## src/design/pxu_udiv.sv

```systemverilog
`timescale 1ns / 1ps
`default_nettype none

module pxu_udiv #(
  parameter int NW = 27,
  parameter int DW = 13,
  parameter int SW = 1
) (
  input  wire logic          clk_i,
  input  wire logic          rst_ni,
  input  wire logic          en_i,
  input  wire logic          valid_i,
  input  wire logic [NW-1:0] num_i,
  input  wire logic [DW-1:0] dvs_i,
  input  wire logic [SW-1:0] side_i,
  output logic               valid_o,
  output logic [NW-1:0]      quo_o,
  output logic [SW-1:0]      side_o
);

  logic          v_q  [NW+1];
  logic [NW-1:0] nq_q [NW+1];
  logic [DW-1:0] d_q  [NW+1];
  logic [DW-1:0] r_q  [NW+1];
  logic [SW-1:0] s_q  [NW+1];

  always_ff @(posedge clk_i or negedge rst_ni) begin
    if (!rst_ni) begin
      v_q[0] <= 1'b0;
    end else if (en_i) begin
      v_q[0] <= valid_i;
    end
  end

  always_ff @(posedge clk_i) begin
    if (en_i) begin
      nq_q[0] <= num_i;
      d_q[0]  <= dvs_i;
      r_q[0]  <= '0;
      s_q[0]  <= side_i;
    end
  end

  for (genvar k = 0; k < NW; k++) begin : g_stage
    logic [DW:0]   trial;
    logic [DW:0]   diff;
    logic          take;

    always_comb begin
      trial = {r_q[k], nq_q[k][NW-1]};
      diff  = trial - {1'b0, d_q[k]};
      take  = (trial >= {1'b0, d_q[k]});
    end

    always_ff @(posedge clk_i or negedge rst_ni) begin
      if (!rst_ni) begin
        v_q[k+1] <= 1'b0;
      end else if (en_i) begin
        v_q[k+1] <= v_q[k];
      end
    end

    always_ff @(posedge clk_i) begin
      if (en_i) begin
        nq_q[k+1] <= {nq_q[k][NW-2:0], take};
        d_q[k+1]  <= d_q[k];
        r_q[k+1]  <= take ? diff[DW-1:0] : trial[DW-1:0];
        s_q[k+1]  <= s_q[k];
      end
    end
  end

  assign valid_o = v_q[NW];
  assign quo_o   = nq_q[NW];
  assign side_o  = s_q[NW];

endmodule

`default_nettype wire

```

## config.mk

```make
export PLATFORM = sky130hd
export DESIGN_NAME = pxu_udiv
export DESIGN_NICKNAME = d
export VERILOG_FILES = /design/src/design/pxu_udiv.sv
export SDC_FILE = /design/constraint.sdc
export NUM_CORES = 2
export LEC_CHECK = 0
export ABC_CLOCK_PERIOD_IN_PS = 4100
export BUFFER_PORTS_ARGS = -buffer_cell sky130_fd_sc_hd__buf_4
export CORE_ASPECT_RATIO = 2
export CORE_MARGIN = 4
export CORE_UTILIZATION = 60
export CTS_CLUSTER_DIAMETER = 200
export DETAILED_ROUTE_END_ITERATION = 16
export PLACE_DENSITY_LB_ADDON = 0.2
export SETUP_SLACK_MARGIN = 0.1
export SLEW_MARGIN = 20
export SYNTH_ARGS = -nofsm -noshare
export SYNTH_HDL_FRONTEND = slang
export SYNTH_SLANG_ARGS = --single-unit
```

## constraint.sdc

```tcl
create_clock -name clk_i -period 4.1 [get_ports clk_i]
set_input_delay 0.82 -clock clk_i [delete_from_list [all_inputs] [get_ports clk_i]]
set_output_delay 0.82 -clock clk_i [all_outputs]
set_load 0.005 [all_outputs]
```

==> summary.txt <==
Worst setup path
  • Crit-path leading delay family: compound AO/OA/AOI/OAI gates
  • Max FO, Critical Path: 21
  • CP startpoint kind: register
  • Critical Path AT: 4.11 ns
  • Critical Path, Cell by Cell: inv_1 > ha_1 > inv_1 > fa_1 > a211oi_1 > o21ai_1 > a311oi_1 > a32oi_1 > a21o_1 > mux2_1
  • WP buf/inv: 2
  • Worst path slowest cell: a311oi_1
  • FF-to-FF setup slack: 0.48 ns
  • Worst R2R End: r_q[5][40]
  • Worst setup path class: reg -> reg
  • CP required: 4.58 ns
  • Crit path top cell by count: inv_1
  • Critical path's largest stage delay: between 0.6 and 0.7 ns
  • Worst setup EP type: register
  • Worst r2r src: nq_q[5][80]
  • Register-to-Register Path Depth: 10

Clock tree
  • Clk slew on worst S/H paths: 0.06 ns
  • Clock H-tree levels: 4
  • Clock sink count: 1501
  • Cts bufs inserted: 133
  • Cts hold-fix bufs: 1
  • Clk_lat worst skew: 0.76 ns
  • Clk buf depth: 3
  • Root buf cell: clkbuf_16
  • Cts repair resizes: 0
  • CTS tree: built
  • Post-CTS setup buffers: 0

Final layout
  • Finished Core Util: 66.8%
  • P&R area growth vs syn: 10.5%
  • Fraction of layout cells with a size suffix above 1: 9.02%
  • Net count, final: 4974

STA
  • Slew HR: 30.5%
  • Setup violators final: 0
  • TNS Setup: 0 ns
  • Slew @ Worst Pin: 1.04 ns
  • Worst clock skew: 0.0334 ns
  • Final Critical Period: 3.62 ns
  • Fin crit share: between 80% and 90%
  • RSZ-0062 raised after global routing: false
  • Fmax: 276 MHz
  • Fin. max-slew vios: 0
  • Final Hold Vio Count: 0
  • Setup WS post-layout: ~0.48 ns

Global routing
  • Global-route wire length before repair: 185 mm
  • Initial antenna violation count: 2
  • Total gr overflow: 0
  • Total Routing Usage GR: 21.1%
  • Vias in the first global route: roughly 36k
  • Largest net degree at the start of global routing: ~110

Job
  • Max Cap Viol: 0

Yosys
  • Avg Inst Size Synth: 14.8 um2
  • Top cells by area, synth: edfxtp_1, ha_1, inv_1
  • Dominant cell type by area after synthesis: edfxtp_1
  • Synth top area share: approximately two thirds
  • Prevailing post-synth register cell: edfxtp_1
  • Netlist cell types: 78
  • Most frequent cell after synthesis: edfxtp_1
  • Area of the mapped netlist: 64900 um2
  • Seq/Total Area, Yosys: about 69%
  • Synth async-reset ratio: 1.87%
  • Commonest cells in the netlist: edfxtp_1, inv_1, ha_1
  • Synth Register Bits: roughly 1.5k
  • Syn Nets: 4787
  • Number of flops mapped to enable cells by yosys: 1473
  • Synth warnings: 0
  • Cell count after synthesis: between 4k and 5k

Place
  • Placer Congestion: 0.895
  • IO buf count: 73
  • Dpl hpwl: 84.2 mm
  • Setup slack after placement: 0.532 ns

Route
  • Via Count: 34.4k
  • Vias/cell: 5.70
  • Average wire per standard cell: 19.6 um
  • Initial drt markers: 1901
  • DRT Pass-1 Iters: 7
  • WL final: 118 mm
  • # DRC: 0
  • Detail Route Antenna Nets: 0

Min path
  • WHS Endpoint: nq_q[0][26]
  • Hold crit path type: in -> reg
  • Hold path start: num_i[26]
  • Hold depth: 1

Floorplanning
  • Core ar.: around 110000 um2
  • # rows: 170
  • Initial core utilization: roughly three fifths
  • Width of the die: 241 um
  • I/O pins: 74
  • Die area: roughly 110000 um2
  • Die Y: around 470 um

Power and ir drop
  • Maximum vdd drop: 0.446 mV
  • Pleak: 27.8 nW
  • PD cells: between 600 and 700 nW/um2

Run status
  • Outcome: complete, no violations
## registers in the layout, summed over array words and instances (netlist names)
register and count:
r_q 338, nq_q 756, s_q 28, d_q 351, valid_o 1, v_q 27
## cells by family after synthesis
| kind of cell | Yosys count | share of synthesized area, % |
|---|---|---|
| AO/OA/AOI/OAI | 799 | 7.91 |
| flip-flops | 1501 | 69.2 |
| multiplexers | 226 | 3.92 |
| AND/OR/NAND/NOR | 747 | 5.45 |
| adder cells (fa/ha/maj) | 365 | 7.32 |
| buffers and inverters | 515 | 3.19 |
| XOR/XNOR | 224 | 3.02 |
## layout by cell type, fill, tap and decap left out, types with 18 or more instances in the layout
cell and count:
xnor2_1 121, nor4_1 20, nor2_1 241, nand2b_1 65, nor3_1 71, o21bai_1 22
dfrtp_1 28, inv_1 426, fa_1 25, buf_4 116, xor2_1 103, a21o_1 114
mux2_2 53, nand4_1 36, edfxtp_1 1473, nand2_1 180, mux2i_1 25, o21a_1 37
o21ai_0 113, o21ai_1 65, clkbuf_16 135, mux2_1 140, clkbuf_1 27, clkinv_1 21
nor2b_1 33, buf_12 18, a211oi_1 19, ha_1 340, nand3_1 36, o31ai_1 20
a21oi_1 251
## stage by stage
step	area, um2	hold WS, ns	cells	total power, mW
floorplan	64900	0.400	4377	33.5
global placement	67500	0.400	5804	37.3
detailed placement	67500	0.405	5804	37.8
CTS	71800	0.179	6043	50.2
global route	71800	0.193	6044	52.7
finish	71800	0.240	6044	49.8
## worst max path at each step
stage / endpoint / start / cells after the start
after floorplan: r_q[4][30] / nq_q[4][53] / 12
after global placement: r_q[6][28] / nq_q[6][53] / 11
after detailed placement: r_q[5][6] / d_q[19][0] / 9
after CTS: r_q[5][6] / d_q[19][0] / 9
after global routing: r_q[6][32] / nq_q[6][53] / 11
final: r_q[5][40] / nq_q[5][80] / 10
## metal layers
metal | GRT usage, % | part of all wire [%] | routed length [um]
met1 | 19.4 | 32 | 38300
met4 | 12.7 | 6.7 | 7910
met3 | 2.94 | 2.7 | 3170
met5 | 0 | 0 | 0
met2 | 42.1 | 58 | 69000
## power breakdown
group          internal [mW]  switching [mW]
clock                   6.73            5.53
sequential              20.6            1.53
combinational           6.93            8.53
total                   34.2            15.6
## final cells by class
cell class | instances | area (um2)
antenna | 1 | 2.50
clock buffer | 163 | 3490
clock inverter | 75 | 774
fill | 7450 | 35700
inverter | 431 | 1620
multi-input combinational | 2361 | 17900
sequential | 1501 | 44900
tap | 1376 | 1720
timing repair buffer | 136 | 1270
Note: power is estimated with default switching activity, not from simulation.
